===== src/sv/bvse_pkg.sv =====
// Shared types and constants of the battery voltage state-of-charge estimator.
// Used by the divider, the top level, the port checker and the testbench; depends on nothing.
`timescale 1ns / 1ps

package bvse_pkg;

    localparam int AVG_DEPTH = 32;
    localparam int SLOT_W    = $clog2(AVG_DEPTH);
    localparam int COUNT_W   = $clog2(AVG_DEPTH + 1);
    localparam int SUM_W     = 16 + $clog2(AVG_DEPTH);

    localparam int DIVD_W = 26;
    localparam int DIVS_W = 16;
    localparam int ITER_W = $clog2(DIVD_W + 1);
    localparam int MUL_W  = 26;

    localparam int SOC_STEPS = 26;

    localparam logic [10:0] GAIN_MAX   = 11'd1024;
    localparam logic [9:0]  SOC_MAX    = 10'd1000;
    localparam logic [9:0]  SOC_SCALE  = 10'd1000;
    localparam logic [23:0] FLT_MAX    = 24'hFFFFFF;

    // offset target: floor(p * 256 / 1000) = 32 * floor(p / 125) + floor(32 * rem / 125)
    localparam logic [6:0]  OFS_DIV    = 7'd125;
    localparam logic [25:0] OFS_RCP    = 26'd34359739;
    localparam logic [12:0] REM_RCP    = 13'd4195;

    localparam logic [12:0] RST_THRESH = 13'd80;
    localparam logic [9:0]  RST_RES    = 10'd125;
    localparam logic [9:0]  RST_SURF   = 10'd40;
    localparam logic [10:0] RST_GAIN   = 11'd61;
    localparam logic [15:0] RST_EMPTY  = 16'd6000;
    localparam logic [15:0] RST_FULL   = 16'd7300;

    localparam int CFG_IDX_W = 3;

    typedef enum logic [CFG_IDX_W-1:0] {
        CFG_THRESH = 3'd0,
        CFG_RES    = 3'd1,
        CFG_SURF   = 3'd2,
        CFG_GAIN   = 3'd3,
        CFG_EMPTY  = 3'd4,
        CFG_FULL   = 3'd5
    } t_cfg_idx;

    typedef struct packed {
        logic [15:0]        battery_mv;
        logic               battery_mv_valid;
        logic signed [15:0] battery_ma;
        logic               battery_ma_valid;
        logic               power_good;
        logic               charge_enabled;
    } t_in_item;

    typedef struct packed {
        logic [15:0] display_mv;
        logic        display_valid;
        logic [9:0]  charge_tenths_pct;
        logic        reported_power_good;
        logic        is_charging;
    } t_out_item;

    typedef struct packed {
        logic              start;
        logic [DIVD_W-1:0] dividend;
        logic [DIVS_W-1:0] divisor;
        logic [ITER_W-1:0] steps;
    } t_div_req;

    typedef struct packed {
        logic              done;
        logic [DIVD_W-1:0] quotient;
    } t_div_rsp;

    typedef enum logic [3:0] {
        S_IDLE,
        S_READ,
        S_SUM,
        S_AVG_GO,
        S_AVG_WAIT,
        S_OFS_MUL,
        S_OFS_RCP,
        S_OFS_REM,
        S_OFS_ADD,
        S_FLT_MUL,
        S_FLT_UPD,
        S_DISP,
        S_SOC_MUL,
        S_SOC_GO,
        S_SOC_WAIT,
        S_DONE
    } t_state;

endpackage


===== src/sv/bvse_ram.sv =====
// Simple dual-port synchronous RAM, one write and one registered read port.
// Holds the voltage sample ring; depends on nothing.
`timescale 1ns / 1ps

module bvse_ram #(
    parameter int DEPTH = 32,
    parameter int WIDTH = 16
) (
    input  logic                     i_clk,
    input  logic                     i_we,
    input  logic [$clog2(DEPTH)-1:0] i_waddr,
    input  logic [WIDTH-1:0]         i_wdata,
    input  logic [$clog2(DEPTH)-1:0] i_raddr,
    output logic [WIDTH-1:0]         o_rdata
);

    logic [WIDTH-1:0] r_mem [DEPTH];
    logic [WIDTH-1:0] r_rdata;

    always_ff @(posedge i_clk) begin
        if (i_we) begin
            r_mem[i_waddr] <= i_wdata;
        end
    end

    always_ff @(posedge i_clk) begin
        r_rdata <= r_mem[i_raddr];
    end

    assign o_rdata = r_rdata;

endmodule


===== src/sv/bvse_div.sv =====
// Iterative restoring divider, one quotient bit per cycle, shared by the average and the
// charge ratio. Depends on bvse_pkg.
`timescale 1ns / 1ps

module bvse_div
    import bvse_pkg::*;
(
    input  logic     i_clk,
    input  logic     i_rst_n,
    input  t_div_req i_req,
    output t_div_rsp o_rsp
);

    logic              r_busy;
    logic              r_done;
    logic [ITER_W-1:0] r_cnt;
    logic [DIVS_W-1:0] r_rem;
    logic [DIVD_W-1:0] r_quo;
    logic [DIVS_W-1:0] r_dvs;

    logic [DIVS_W:0]   shifted;
    logic [DIVS_W+1:0] trial;
    logic              qbit;

    assign shifted = {r_rem, r_quo[DIVD_W-1]};
    assign trial   = {1'b0, shifted} - {2'b00, r_dvs};
    assign qbit    = !trial[DIVS_W+1];

    always_ff @(posedge i_clk) begin
        if (!i_rst_n) begin
            r_busy <= 1'b0;
            r_done <= 1'b0;
            r_cnt  <= '0;
        end else begin
            r_done <= 1'b0;
            if (i_req.start) begin
                r_busy <= 1'b1;
                r_cnt  <= i_req.steps;
            end else if (r_busy) begin
                r_cnt <= r_cnt - 1'b1;
                if (r_cnt == ITER_W'(1)) begin
                    r_busy <= 1'b0;
                    r_done <= 1'b1;
                end
            end
        end
    end

    always_ff @(posedge i_clk) begin
        if (i_req.start) begin
            r_rem <= '0;
            r_dvs <= i_req.divisor;
            r_quo <= i_req.dividend << (ITER_W'(DIVD_W) - i_req.steps);
        end else if (r_busy) begin
            r_rem <= qbit ? trial[DIVS_W-1:0] : shifted[DIVS_W-1:0];
            r_quo <= {r_quo[DIVD_W-2:0], qbit};
        end
    end

    assign o_rsp.done     = r_done;
    assign o_rsp.quotient = r_quo;

endmodule


===== src/sv/battery_voltage_soc_estimator.sv =====
// Each input beat is processed in turn: a valid voltage sample enters the ring and the sum is
// averaged by the shared divider (21 quotient bits); the charging offset target and filter are
// updated; the display voltage is formed; the charge ratio is divided (26 quotient bits) if the
// display voltage lies strictly inside a valid span. One item at a time; the next input beat
// is taken the cycle after the result is loaded into the output register. Reset (synchronous,
// active low) clears the average, filter and registers to defaults; the RAM needs no clearing.
`timescale 1ns / 1ps

module battery_voltage_soc_estimator
    import bvse_pkg::*;
(
    input  logic                 i_clk,
    input  logic                 i_rst_n,
    input  logic                 i_in_valid,
    output logic                 o_in_ready,
    input  t_in_item             i_in_data,
    output logic                 o_out_valid,
    input  logic                 i_out_ready,
    output t_out_item            o_out_data,
    input  logic                 i_cfg_valid,
    output logic                 o_cfg_ready,
    input  logic [CFG_IDX_W-1:0] i_cfg_index,
    input  logic [15:0]          i_cfg_data
);

    t_state r_state;
    t_state n_state;

    logic [12:0] r_thresh;
    logic [9:0]  r_mohm;
    logic [9:0]  r_surf;
    logic [10:0] r_gain;
    logic [15:0] r_empty;
    logic [15:0] r_vfull;

    t_in_item           r_item;
    logic [SLOT_W-1:0]  r_slot;
    logic               r_full;
    logic [SUM_W-1:0]   r_sum;
    logic [15:0]        r_avg;
    logic               r_avg_valid;
    logic [23:0]        r_filter;
    logic [23:0]        r_target;
    logic [MUL_W-1:0]   r_mul;
    logic [18:0]        r_ofs_q;
    logic [6:0]         r_ofs_rem;
    logic signed [36:0] r_fprod;
    logic [15:0]        r_disp;
    logic [9:0]         r_soc;
    logic               r_out_valid;
    t_out_item          r_out_data;

    logic              ram_we;
    logic [15:0]       ram_rdata;
    t_div_req          div_req;
    t_div_rsp          div_rsp;

    logic              above;
    logic              charging;
    logic              out_free;
    logic [SUM_W-1:0]  sum_next;
    logic [SLOT_W-1:0] slot_next;
    logic [COUNT_W-1:0] avg_count;
    logic [MUL_W-1:0]  ofs_prod;
    logic [50:0]       ofs_qprod;
    logic [24:0]       rem_prod;
    logic [MUL_W-1:0]  soc_prod;
    logic [10:0]       gain_eff;
    logic signed [24:0] flt_diff;
    logic signed [36:0] flt_step;
    logic signed [37:0] flt_sum;
    logic [23:0]       flt_next;
    logic [24:0]       off_round;
    logic [16:0]       off_mv;
    logic [15:0]       disp_next;
    logic              range_ok;
    logic              soc_divide;

    bvse_ram #(
        .DEPTH (AVG_DEPTH),
        .WIDTH (16)
    ) u_ram (
        .i_clk   (i_clk),
        .i_we    (ram_we),
        .i_waddr (r_slot),
        .i_wdata (r_item.battery_mv),
        .i_raddr (r_slot),
        .o_rdata (ram_rdata)
    );

    bvse_div u_div (
        .i_clk   (i_clk),
        .i_rst_n (i_rst_n),
        .i_req   (div_req),
        .o_rsp   (div_rsp)
    );

    assign above    = r_item.battery_ma_valid &&
                      (r_item.battery_ma > $signed({3'b000, r_thresh}));
    assign charging = r_item.power_good && r_item.charge_enabled && above;
    assign out_free = !r_out_valid || i_out_ready;

    assign sum_next  = r_sum - (r_full ? SUM_W'(ram_rdata) : '0) + SUM_W'(r_item.battery_mv);
    assign slot_next = (r_slot == SLOT_W'(AVG_DEPTH - 1)) ? '0 : r_slot + 1'b1;
    assign avg_count = r_full ? COUNT_W'(AVG_DEPTH) : COUNT_W'(r_slot);

    assign ofs_prod  = MUL_W'(r_item.battery_ma[14:0]) * MUL_W'(r_mohm);
    assign ofs_qprod = 51'(r_mul[24:0]) * 51'(OFS_RCP);
    assign rem_prod  = 25'({r_ofs_rem, 5'd0}) * 25'(REM_RCP);
    assign soc_prod  = MUL_W'(r_disp - r_empty) * MUL_W'(SOC_SCALE);

    assign gain_eff = (r_gain > GAIN_MAX) ? GAIN_MAX : r_gain;
    assign flt_diff = $signed({1'b0, r_target}) - $signed({1'b0, r_filter});
    assign flt_step = r_fprod[36] ? ((r_fprod + 37'sd1023) >>> 10) : (r_fprod >>> 10);
    assign flt_sum  = $signed({14'd0, r_filter}) + 38'(flt_step);
    assign flt_next = flt_sum[37] ? 24'd0 :
                      (flt_sum > $signed({14'd0, FLT_MAX})) ? FLT_MAX : flt_sum[23:0];

    assign off_round = {1'b0, r_filter} + 25'd128;
    assign off_mv    = off_round[24:8];
    assign disp_next = ({1'b0, r_avg} > off_mv) ? (r_avg - off_mv[15:0]) : 16'd0;

    assign range_ok   = r_vfull > r_empty;
    assign soc_divide = range_ok && (r_disp > r_empty) && (r_disp < r_vfull);

    always_comb begin
        n_state = r_state;
        case (r_state)
            S_IDLE: begin
                if (i_in_valid) begin
                    n_state = i_in_data.battery_mv_valid ? S_READ : S_OFS_MUL;
                end
            end
            S_READ:     n_state = S_SUM;
            S_SUM:      n_state = S_AVG_GO;
            S_AVG_GO:   n_state = S_AVG_WAIT;
            S_AVG_WAIT: n_state = div_rsp.done ? S_OFS_MUL : S_AVG_WAIT;
            S_OFS_MUL:  n_state = charging ? S_OFS_RCP : S_FLT_MUL;
            S_OFS_RCP:  n_state = S_OFS_REM;
            S_OFS_REM:  n_state = S_OFS_ADD;
            S_OFS_ADD:  n_state = S_FLT_MUL;
            S_FLT_MUL:  n_state = S_FLT_UPD;
            S_FLT_UPD:  n_state = S_DISP;
            S_DISP:     n_state = r_avg_valid ? S_SOC_MUL : S_DONE;
            S_SOC_MUL:  n_state = soc_divide ? S_SOC_GO : S_DONE;
            S_SOC_GO:   n_state = S_SOC_WAIT;
            S_SOC_WAIT: n_state = div_rsp.done ? S_DONE : S_SOC_WAIT;
            S_DONE:     n_state = out_free ? S_IDLE : S_DONE;
            default:    n_state = S_IDLE;
        endcase
    end

    always_comb begin
        o_in_ready = 1'b0;
        ram_we     = 1'b0;
        div_req    = '0;
        case (r_state)
            S_IDLE: o_in_ready = 1'b1;
            S_SUM:  ram_we     = 1'b1;
            S_AVG_GO: begin
                div_req.start    = 1'b1;
                div_req.dividend = DIVD_W'(r_sum);
                div_req.divisor  = DIVS_W'(avg_count);
                div_req.steps    = ITER_W'(SUM_W);
            end
            S_SOC_GO: begin
                div_req.start    = 1'b1;
                div_req.dividend = DIVD_W'(r_mul);
                div_req.divisor  = r_vfull - r_empty;
                div_req.steps    = ITER_W'(SOC_STEPS);
            end
            default: begin
                o_in_ready = 1'b0;
            end
        endcase
    end

    always_ff @(posedge i_clk) begin
        if (!i_rst_n) begin
            r_state     <= S_IDLE;
            r_slot      <= '0;
            r_full      <= 1'b0;
            r_sum       <= '0;
            r_avg       <= '0;
            r_avg_valid <= 1'b0;
            r_filter    <= '0;
            r_out_valid <= 1'b0;
        end else begin
            r_state <= n_state;
            if (r_state == S_SUM) begin
                r_sum  <= sum_next;
                r_slot <= slot_next;
                if (r_slot == SLOT_W'(AVG_DEPTH - 1)) begin
                    r_full <= 1'b1;
                end
            end
            if (r_state == S_AVG_WAIT && div_rsp.done) begin
                r_avg       <= div_rsp.quotient[15:0];
                r_avg_valid <= 1'b1;
            end
            if (r_state == S_FLT_UPD) begin
                r_filter <= flt_next;
            end
            if (r_state == S_DONE && out_free) begin
                r_out_valid <= 1'b1;
            end else if (i_out_ready) begin
                r_out_valid <= 1'b0;
            end
        end
    end

    always_ff @(posedge i_clk) begin
        if (r_state == S_IDLE && i_in_valid) begin
            r_item <= i_in_data;
        end
        if (r_state == S_OFS_MUL) begin
            r_mul    <= ofs_prod;
            r_target <= '0;
        end
        if (r_state == S_OFS_RCP) begin
            r_ofs_q <= ofs_qprod[50:32];
        end
        if (r_state == S_OFS_REM) begin
            r_ofs_rem <= 7'(r_mul[24:0] - 25'(r_ofs_q) * 25'(OFS_DIV));
        end
        if (r_state == S_OFS_ADD) begin
            r_target <= {r_ofs_q, 5'd0} + 24'(rem_prod[24:19]) + {6'd0, r_surf, 8'd0};
        end
        if (r_state == S_FLT_MUL) begin
            r_fprod <= flt_diff * $signed({1'b0, gain_eff});
        end
        if (r_state == S_DISP) begin
            r_disp <= r_avg_valid ? disp_next : 16'd0;
            r_soc  <= '0;
        end
        if (r_state == S_SOC_MUL) begin
            r_mul <= soc_prod;
            r_soc <= (range_ok && r_disp >= r_vfull) ? SOC_MAX : 10'd0;
        end
        if (r_state == S_SOC_WAIT && div_rsp.done) begin
            r_soc <= div_rsp.quotient[9:0];
        end
        if (r_state == S_DONE && out_free) begin
            r_out_data.display_mv          <= r_disp;
            r_out_data.display_valid       <= r_avg_valid;
            r_out_data.charge_tenths_pct   <= r_soc;
            r_out_data.reported_power_good <= r_item.power_good;
            r_out_data.is_charging         <= r_item.power_good && above;
        end
    end

    always_ff @(posedge i_clk) begin
        if (!i_rst_n) begin
            r_thresh <= RST_THRESH;
            r_mohm   <= RST_RES;
            r_surf   <= RST_SURF;
            r_gain   <= RST_GAIN;
            r_empty  <= RST_EMPTY;
            r_vfull  <= RST_FULL;
        end else if (i_cfg_valid) begin
            case (i_cfg_index)
                CFG_THRESH: r_thresh <= i_cfg_data[12:0];
                CFG_RES:    r_mohm   <= i_cfg_data[9:0];
                CFG_SURF:   r_surf   <= i_cfg_data[9:0];
                CFG_GAIN:   r_gain   <= i_cfg_data[10:0];
                CFG_EMPTY:  r_empty  <= i_cfg_data;
                CFG_FULL:   r_vfull  <= i_cfg_data;
                default: begin
                    r_thresh <= r_thresh;
                end
            endcase
        end
    end

    assign o_cfg_ready = 1'b1;
    assign o_out_valid = r_out_valid;
    assign o_out_data  = r_out_data;

endmodule


===== config.mk =====
export PLATFORM = sky130hd
export DESIGN_NAME = battery_voltage_soc_estimator
export DESIGN_NICKNAME = d
export VERILOG_FILES = /design/src/sv/bvse_pkg.sv /design/src/sv/bvse_ram.sv /design/src/sv/bvse_div.sv /design/src/sv/battery_voltage_soc_estimator.sv
export SDC_FILE = /design/constraint.sdc
export NUM_CORES = 2
export LEC_CHECK = 0
export BUFFER_PORTS_ARGS = -buffer_cell sky130_fd_sc_hd__buf_2
export CAP_MARGIN = 20
export CORE_MARGIN = 2
export CORE_UTILIZATION = 35
export DETAILED_ROUTE_END_ITERATION = 12
export SLEW_MARGIN = 20
export SYNTH_ARGS = -nofsm -noshare
export SYNTH_HDL_FRONTEND = slang
export SYNTH_HIERARCHICAL = 1
export SYNTH_SLANG_ARGS = --single-unit

===== constraint.sdc =====
create_clock -name i_clk -period 20.5 [get_ports i_clk]
set_input_delay 2.05 -clock i_clk [delete_from_list [all_inputs] [get_ports i_clk]]
set_output_delay 2.05 -clock i_clk [all_outputs]
set_load 0.02 [all_outputs]

## Yosys cells after proc, flatten, opt, wreduce, memory -nomap -nowiden

Memories as Yosys holds them, arrays and structs flattened. A register that Yosys moved wholly into a read port is not among the register bits.
Index checks and enable logic that the tools add are counted.

- RAM bits: 512
- Register bits after elaboration: 417
- Memories: 1
- Output and inout bits: 32
- Logic and storage cells: 165
- Bits of input ports: 60

Memory list:

| memory | depth | bits a word | rd ports | clocked after Yosys merged registers in | wr ports | line | source |
|---|---|---|---|---|---|---|---|
| u_ram.r_mem | 32 | 16 | 1 | 1 | 1 | bvse_ram.sv:17 | `logic [WIDTH-1:0] r_mem [DEPTH];` |

- Bitwise operators: 2
- Equal/unequal tests: 23
- Multiply operators: 6
- Add/subtract/negate cells: 16
- Shift-type cells: 1
- Magnitude comparators: 8
- Reduce and logical (&&, ||, !) cells: 30
- Muxes and demuxes: 40

Operators by type and width:

| cell | number |
|---|---|
| 26-bit two-way mux | 4 |
| 24-bit two-way mux | 4 |
| 48-bit one-hot mux with 2 select lines | 1 |
| 4-bit one-hot mux with 16 select lines | 1 |
| 25-bit by 26-bit multiplier with 51-bit output, second input constant | 1 |
| 10-bit two-way mux | 4 |
| 25-bit by 37-bit adder with 38-bit output | 1 |
| 38-bit by 25-bit greater-than comparator with 1-bit output, second input constant | 1 |
| 37-bit by 11-bit adder with 37-bit output, second input constant | 1 |
| 25-bit by 12-bit multiplier with 37-bit output | 1 |
| 37-bit two-way mux | 1 |
| 4-bit == test, second input constant | 8 |
| 16-bit greater-than comparator | 2 |
| 16-bit two-way mux | 2 |
| 16-bit subtractor | 2 |
| 26-bit by 7-bit multiplier with 23-bit output, second input constant | 1 |
| 26-bit by 5-bit << shifter with 26-bit output | 1 |
| 24-bit by 8-bit adder with 25-bit output, second input constant | 1 |
| 15-bit by 10-bit multiplier with 25-bit output | 1 |
| 24-bit by 24-bit subtractor with 25-bit output | 1 |
| 24-bit by 18-bit adder with 24-bit output | 1 |
| 24-bit by 6-bit adder with 24-bit output | 1 |
| 21-bit by 16-bit adder with 21-bit output | 1 |
| 21-bit by 16-bit subtractor with 21-bit output | 1 |
| other kinds (39) | 83 |

## Longest topological paths before layout

- Word-level depth: 6
- Depth in mapped cells: 34
- Gate-level depth less buffers: 33

## Cells and area by module

The synthesis kept the hierarchy.

Modules (own cells, without submodules):

| module | times used | area each (um2) | seq. area each (um2) | cells each |
|---|---|---|---|---|
| battery_voltage_soc_estimator | 1 | 48333.9 | 9048.7 | 5239 |
| bvse_ram | 1 | 20535.9 | 15695.1 | 1143 |
| bvse_div | 1 | 4636.9 | 1721.7 | 492 |

## Worst setup path before layout

Ideal clock, no wire load.

- Path kind: register to register
- From: register r_filter[1]
- To: register r_fprod[22], data pin
- Data required time: 20.361 ns
- Buffers on the path: 1
- Period minus slack after synthesis: 7.486 ns
- Cell stages (with the launch flop): 30
- Arrival: 7.347 ns
- Slack: 13.014 ns
- Path through: dfxtp_1 > inv_1 > ha_1 > nor2b_1 > o21ai_0 > a21boi_0 > o21ai_1 > a211oi_1 > o21ai_0 > a21oi_1 > xor2_1 > clkbuf_1 > nand2_1 > fa_1 > fa_1 > inv_1 > fa_1 > fa_1 > inv_1 > fa_1 > inv_1 > ha_1 > a21o_1 > or2_2 > o21ai_0 > o21bai_1 > a21oi_1 > o21ai_0 > or4b_2 > nand4b_1

- Longest elaborated chain between the ends: 2

Ends and longest elaborated chain:

| element | line | source |
|---|---|---|
| start: declaration | battery_voltage_soc_estimator.sv:42 | `logic [23:0] r_filter;` |
| start signal: assignment | battery_voltage_soc_estimator.sv:202 | `r_filter <= flt_next;` |
| 24-bit by 24-bit subtractor with 25-bit output | battery_voltage_soc_estimator.sv:113 | `assign flt_diff = $signed({1'b0, r_target}) - $signed({1'b0, r_filter});` |
| 25-bit by 12-bit multiplier with 37-bit output | battery_voltage_soc_estimator.sv:230 | `r_fprod <= flt_diff * $signed({1'b0, gain_eff});` |
| end signal: assignment | battery_voltage_soc_estimator.sv:230 |  |
| end: declaration | battery_voltage_soc_estimator.sv:47 | `logic signed [36:0] r_fprod;` |

No other way between the ends.
A chain may end at the register's enable or synchronous reset.

## Worst setup path after layout

- From: register r_filter[9]
- To: register r_fprod[33], data pin

Same word-level chain as after synthesis.

==> summary.md <==
| Metric | Value |
|---|---|
| Status | `completed` |
| Die Y | `around 460 um` |
| Relative slew slack | `22.8%` |
| CTS tree | `done` |
| Row Count | `~170` |
| Top Ports | `92` |
| Clock Skew | `approximately 0.073 ns` |
| Initial antenna violation count | `6` |
| Internal | `5130 uW` |
| Cell Area, Synth | `approximately 0.074 mm2` |
| Die Footprint | `approximately 0.21 mm2` |
| RSZ-0062 raised after global routing | `no` |
| Synth async-reset ratio | `0%` |
| Num CTS Buffers | `a little over 100` |
| Logic pwr share | `52.8%` |
| Final setup fails | `0` |
| Overflow after GRT | `0` |
| Worst Max-Slew Pin Slew | `about 1.1 ns` |
| Post-route DRC | `0` |
| Min-Delay Path Class | `flop to flop` |
| Number of global-route vias before repair | `slightly above 50,000` |
| Post-route ant nets | `0` |
| Layout area overhead | `9.53%` |
| Post-Syn Nets | `~8,200` |
| CTS sink cnt | `roughly 950` |
| H-tree Lvls | `3` |
| Critical path fanouts, max | `11` |
| DP Wirelength | `between 100 and 150 mm` |
| Worst skew pair latency | `0.80 ns` |
| Top FF cell, synth | `edfxtp_1` |
| Port Buffers | `90` |
| Critical path's slowest cell | `xnor2_1` |
| WL/cell | `roughly 20 um` |
| Largest net degree at the start of global routing | `130` |
| Final WL | `about 190 mm` |
| Critical path launch point type | `flop` |
| Sequential power share | `26.0%` |
| Root Driver | `clkbuf_16` |
| Fin nets | `between 8,000 and 9,000` |
| Critical path type | `flop to flop` |
| # resized after CTS | `0` |
| Via count | `50,412` |
| Max_cap viols | `0` |
| First-pass GRT wire length | `just over 300 mm` |
| Max incr delay on CP | `approximately 0.87 ns` |
| CTS max path bufs | `3` |
| Setup TNS | `0 ns` |
| Total power | `about 8700 uW` |
| Critical Path Sink Type | `flop` |
| Seq/Total Area, Yosys | `a little over a third` |
| Vias per cell | `~5.1` |
| Sw power | `between 3000 and 4000 uW` |
| Tcrit/Tclk final | `42.2%` |
| Hold buffers post-CTS | `0` |
| Power density over cell area | `roughly 110 mW/mm2` |
| Post-synth EDFFs | `between 700 and 800` |
| Drt pass-1 iters | `6` |
| Synth unique cells | `96` |
| Setup Buffers After CTS | `0` |
| Lkg Pwr | `about 0.033 uW` |
| Worst path required time | `about 21 ns` |
| Seq cells post-synth | `roughly 950` |
| Worst-path clk slew | `around 0.06 ns` |
| Final Critical Period | `about 8.7 ns` |
| Max-slew violations | `0` |
| Fin. Hold Viols | `0` |
| Clock share of power | `21.2%` |
| GP Congestion | `around 0.91` |
| Aggregate global-route resource usage | `around 18%` |
| Starting Density | `between 30% and 40%` |
| Mapped Avg Cell Area | `between 10 and 15 um2` |
| Worst EP arrival | `between 9 and 10 ns` |
| FMAX | `about 0.12 GHz` |
| Die width | `462 um` |
| Syn Inst Count | `~6,900` |
| Core area | `roughly 0.21 mm2` |
| Synthesis Warnings | `6` |
| Initial DRC count | `3,864` |
| Switching share of power | `between 40% and 50%` |
| Layout cell share with drive strength beyond 1 | `6.26%` |
| Worst vdd ir | `roughly 0.00014 V` |
## layout by cell type, fill, tap and decap left out, types with 23 or more instances in the layout
cell type and n:
and2_1 163, xnor2_1 167, mux2i_1 275, buf_4 106, o211ai_1 33, a21boi_0 85
o21ai_0 174, clkbuf_16 102, a31oi_1 51, nand2_1 732, inv_1 1017, xor2_1 100
and3_1 35, edfxtp_1 754, nor4_1 26, a22o_1 40, nand2b_1 73, a21o_1 103
o21a_1 28, fa_1 643, or3_1 36, nand4_1 53, nand3_1 133, ha_1 663
a211oi_1 28, clkbuf_1 23, a21oi_1 241, a22oi_1 69, nor3_1 106, dfxtp_1 190
nor2b_1 53, buf_2 89, nor2_1 261
## cell families (layout without fill, tap and decap cells)
group | Yosys count | count (layout) | synth area share (%)
AO/OA/AOI/OAI | 1053 | 1053 | 9.66
XOR/XNOR | 272 | 272 | 3.24
adder cells (fa/ha/maj) | 1306 | 1306 | 28.8
buffers and inverters | 1262 | 1405 | 6.91
flip-flops | 945 | 945 | 36.0
multiplexers | 295 | 295 | 4.28
other | 1 | 4 | 0.00510
AND/OR/NAND/NOR | 1740 | 1740 | 11.1
## final timing paths
kind              slack [ns]                  endpoint  cells past startpoint                     start
hold / removal          0.42  o_out_data[11]$_DFFE_PP_                      0        r_soc[9]$_DFFE_PP_
setup / recovery       11.84     r_fprod[33]$_DFFE_PP_                     28  r_filter[9]$_SDFFE_PN0P_
hold reg to reg         0.42  o_out_data[11]$_DFFE_PP_                      0        r_soc[9]$_DFFE_PP_
setup reg to reg       11.84     r_fprod[33]$_DFFE_PP_                     28  r_filter[9]$_SDFFE_PN0P_
## synthesized netlist by cell type, types with 69 or more instances
master | instances | area [um2]
a21boi_0 | 85 | 638
a21o_1 | 103 | 773
a21oi_1 | 241 | 1210
a22oi_1 | 69 | 518
and2_1 | 164 | 1030
clkbuf_1 | 159 | 597
dfxtp_1 | 191 | 3820
edfxtp_1 | 754 | 22600
fa_1 | 643 | 12900
ha_1 | 663 | 8300
inv_1 | 1018 | 3820
mux2i_1 | 275 | 2750
nand2_1 | 732 | 2750
nand2b_1 | 73 | 457
nand3_1 | 133 | 666
nor2_1 | 271 | 1020
nor3_1 | 106 | 531
o21ai_0 | 176 | 881
xnor2_1 | 172 | 1510
xor2_1 | 100 | 876
## power by group through the flow
stage / combinational (uW) / clock, uW / sequential (uW)
after floorplan: 3380 / 0 / 2300
after global placement: 4510 / 0 / 2300
after detailed placement: 4570 / 0 / 2300
after CTS: 4630 / 1880 / 2260
after global routing: 5250 / 1960 / 2270
final: 4590 / 1840 / 2260
## metal layers
metal | global-route usage, % | wire length (um) | up-vias
li1 | - | - | 23510
met1 | 25.0 | 85600 | 25251
met2 | 29.9 | 90800 | 1385
met3 | 2.35 | 10600 | 266
met4 | 5.43 | 5310 | 0
met5 | 0 | 0 | -
## sequential cells by signal (all words and copies together) (netlist names), 7 cells and up
| name | cells |
|---|---|
| r_gain | 11 |
| r_empty | 16 |
| r_sum | 21 |
| o_out_data | 29 |
| r_ofs_rem | 7 |
| r_disp | 16 |
| r_target | 24 |
| u_div/r_quo | 26 |
| u_ram/r_mem | 512 |
| r_mohm | 10 |
| r_item | 35 |
| r_fprod | 37 |
| r_surf | 10 |
| r_ofs_q | 19 |
| u_div/r_rem | 16 |
| r_thresh | 13 |
| r_vfull | 16 |
| u_ram/o_rdata | 16 |
| r_mul | 26 |
| u_div/r_dvs | 16 |
| r_filter | 24 |
| r_soc | 10 |
| r_avg | 16 |
## final cells by class
type                       count  area, um2
fill                       20281     129000
multi-input combinational   4667      42100
sequential                   945      26500
inverter                    1019       3820
tap                         2805       3510
clock buffer                 134       2760
timing repair buffer         197       1280
clock inverter                55        587
antenna                        3       7.51
## critical path: cells and delay by family, from the launching register on
family          cells  cell delay, ns
buf+inv             5            0.39
flops               1            0.45
simple gates        5            0.78
xor+xnor            2            0.94
compound gates      9            2.45
fa+ha+maj           7            3.36
## per-stage QoR
step | worst slack [ns] | hold slack (ns) | cell area (um2) | utilization, % | instances
floorplan | 13.01 | 0.400 | 73500 | - | 6874
detailed placement | 11.86 | 0.405 | 77100 | 36.9 | 9632
CTS | 11.73 | 0.413 | 80500 | 38.5 | 9821
global route | 11.29 | 0.424 | 80500 | 38.5 | 9823
global placement | 11.88 | 0.412 | 77100 | 36.9 | 9632
finish | 11.84 | 0.418 | 80500 | 38.5 | 9825
(Power assumes the default switching activity.)
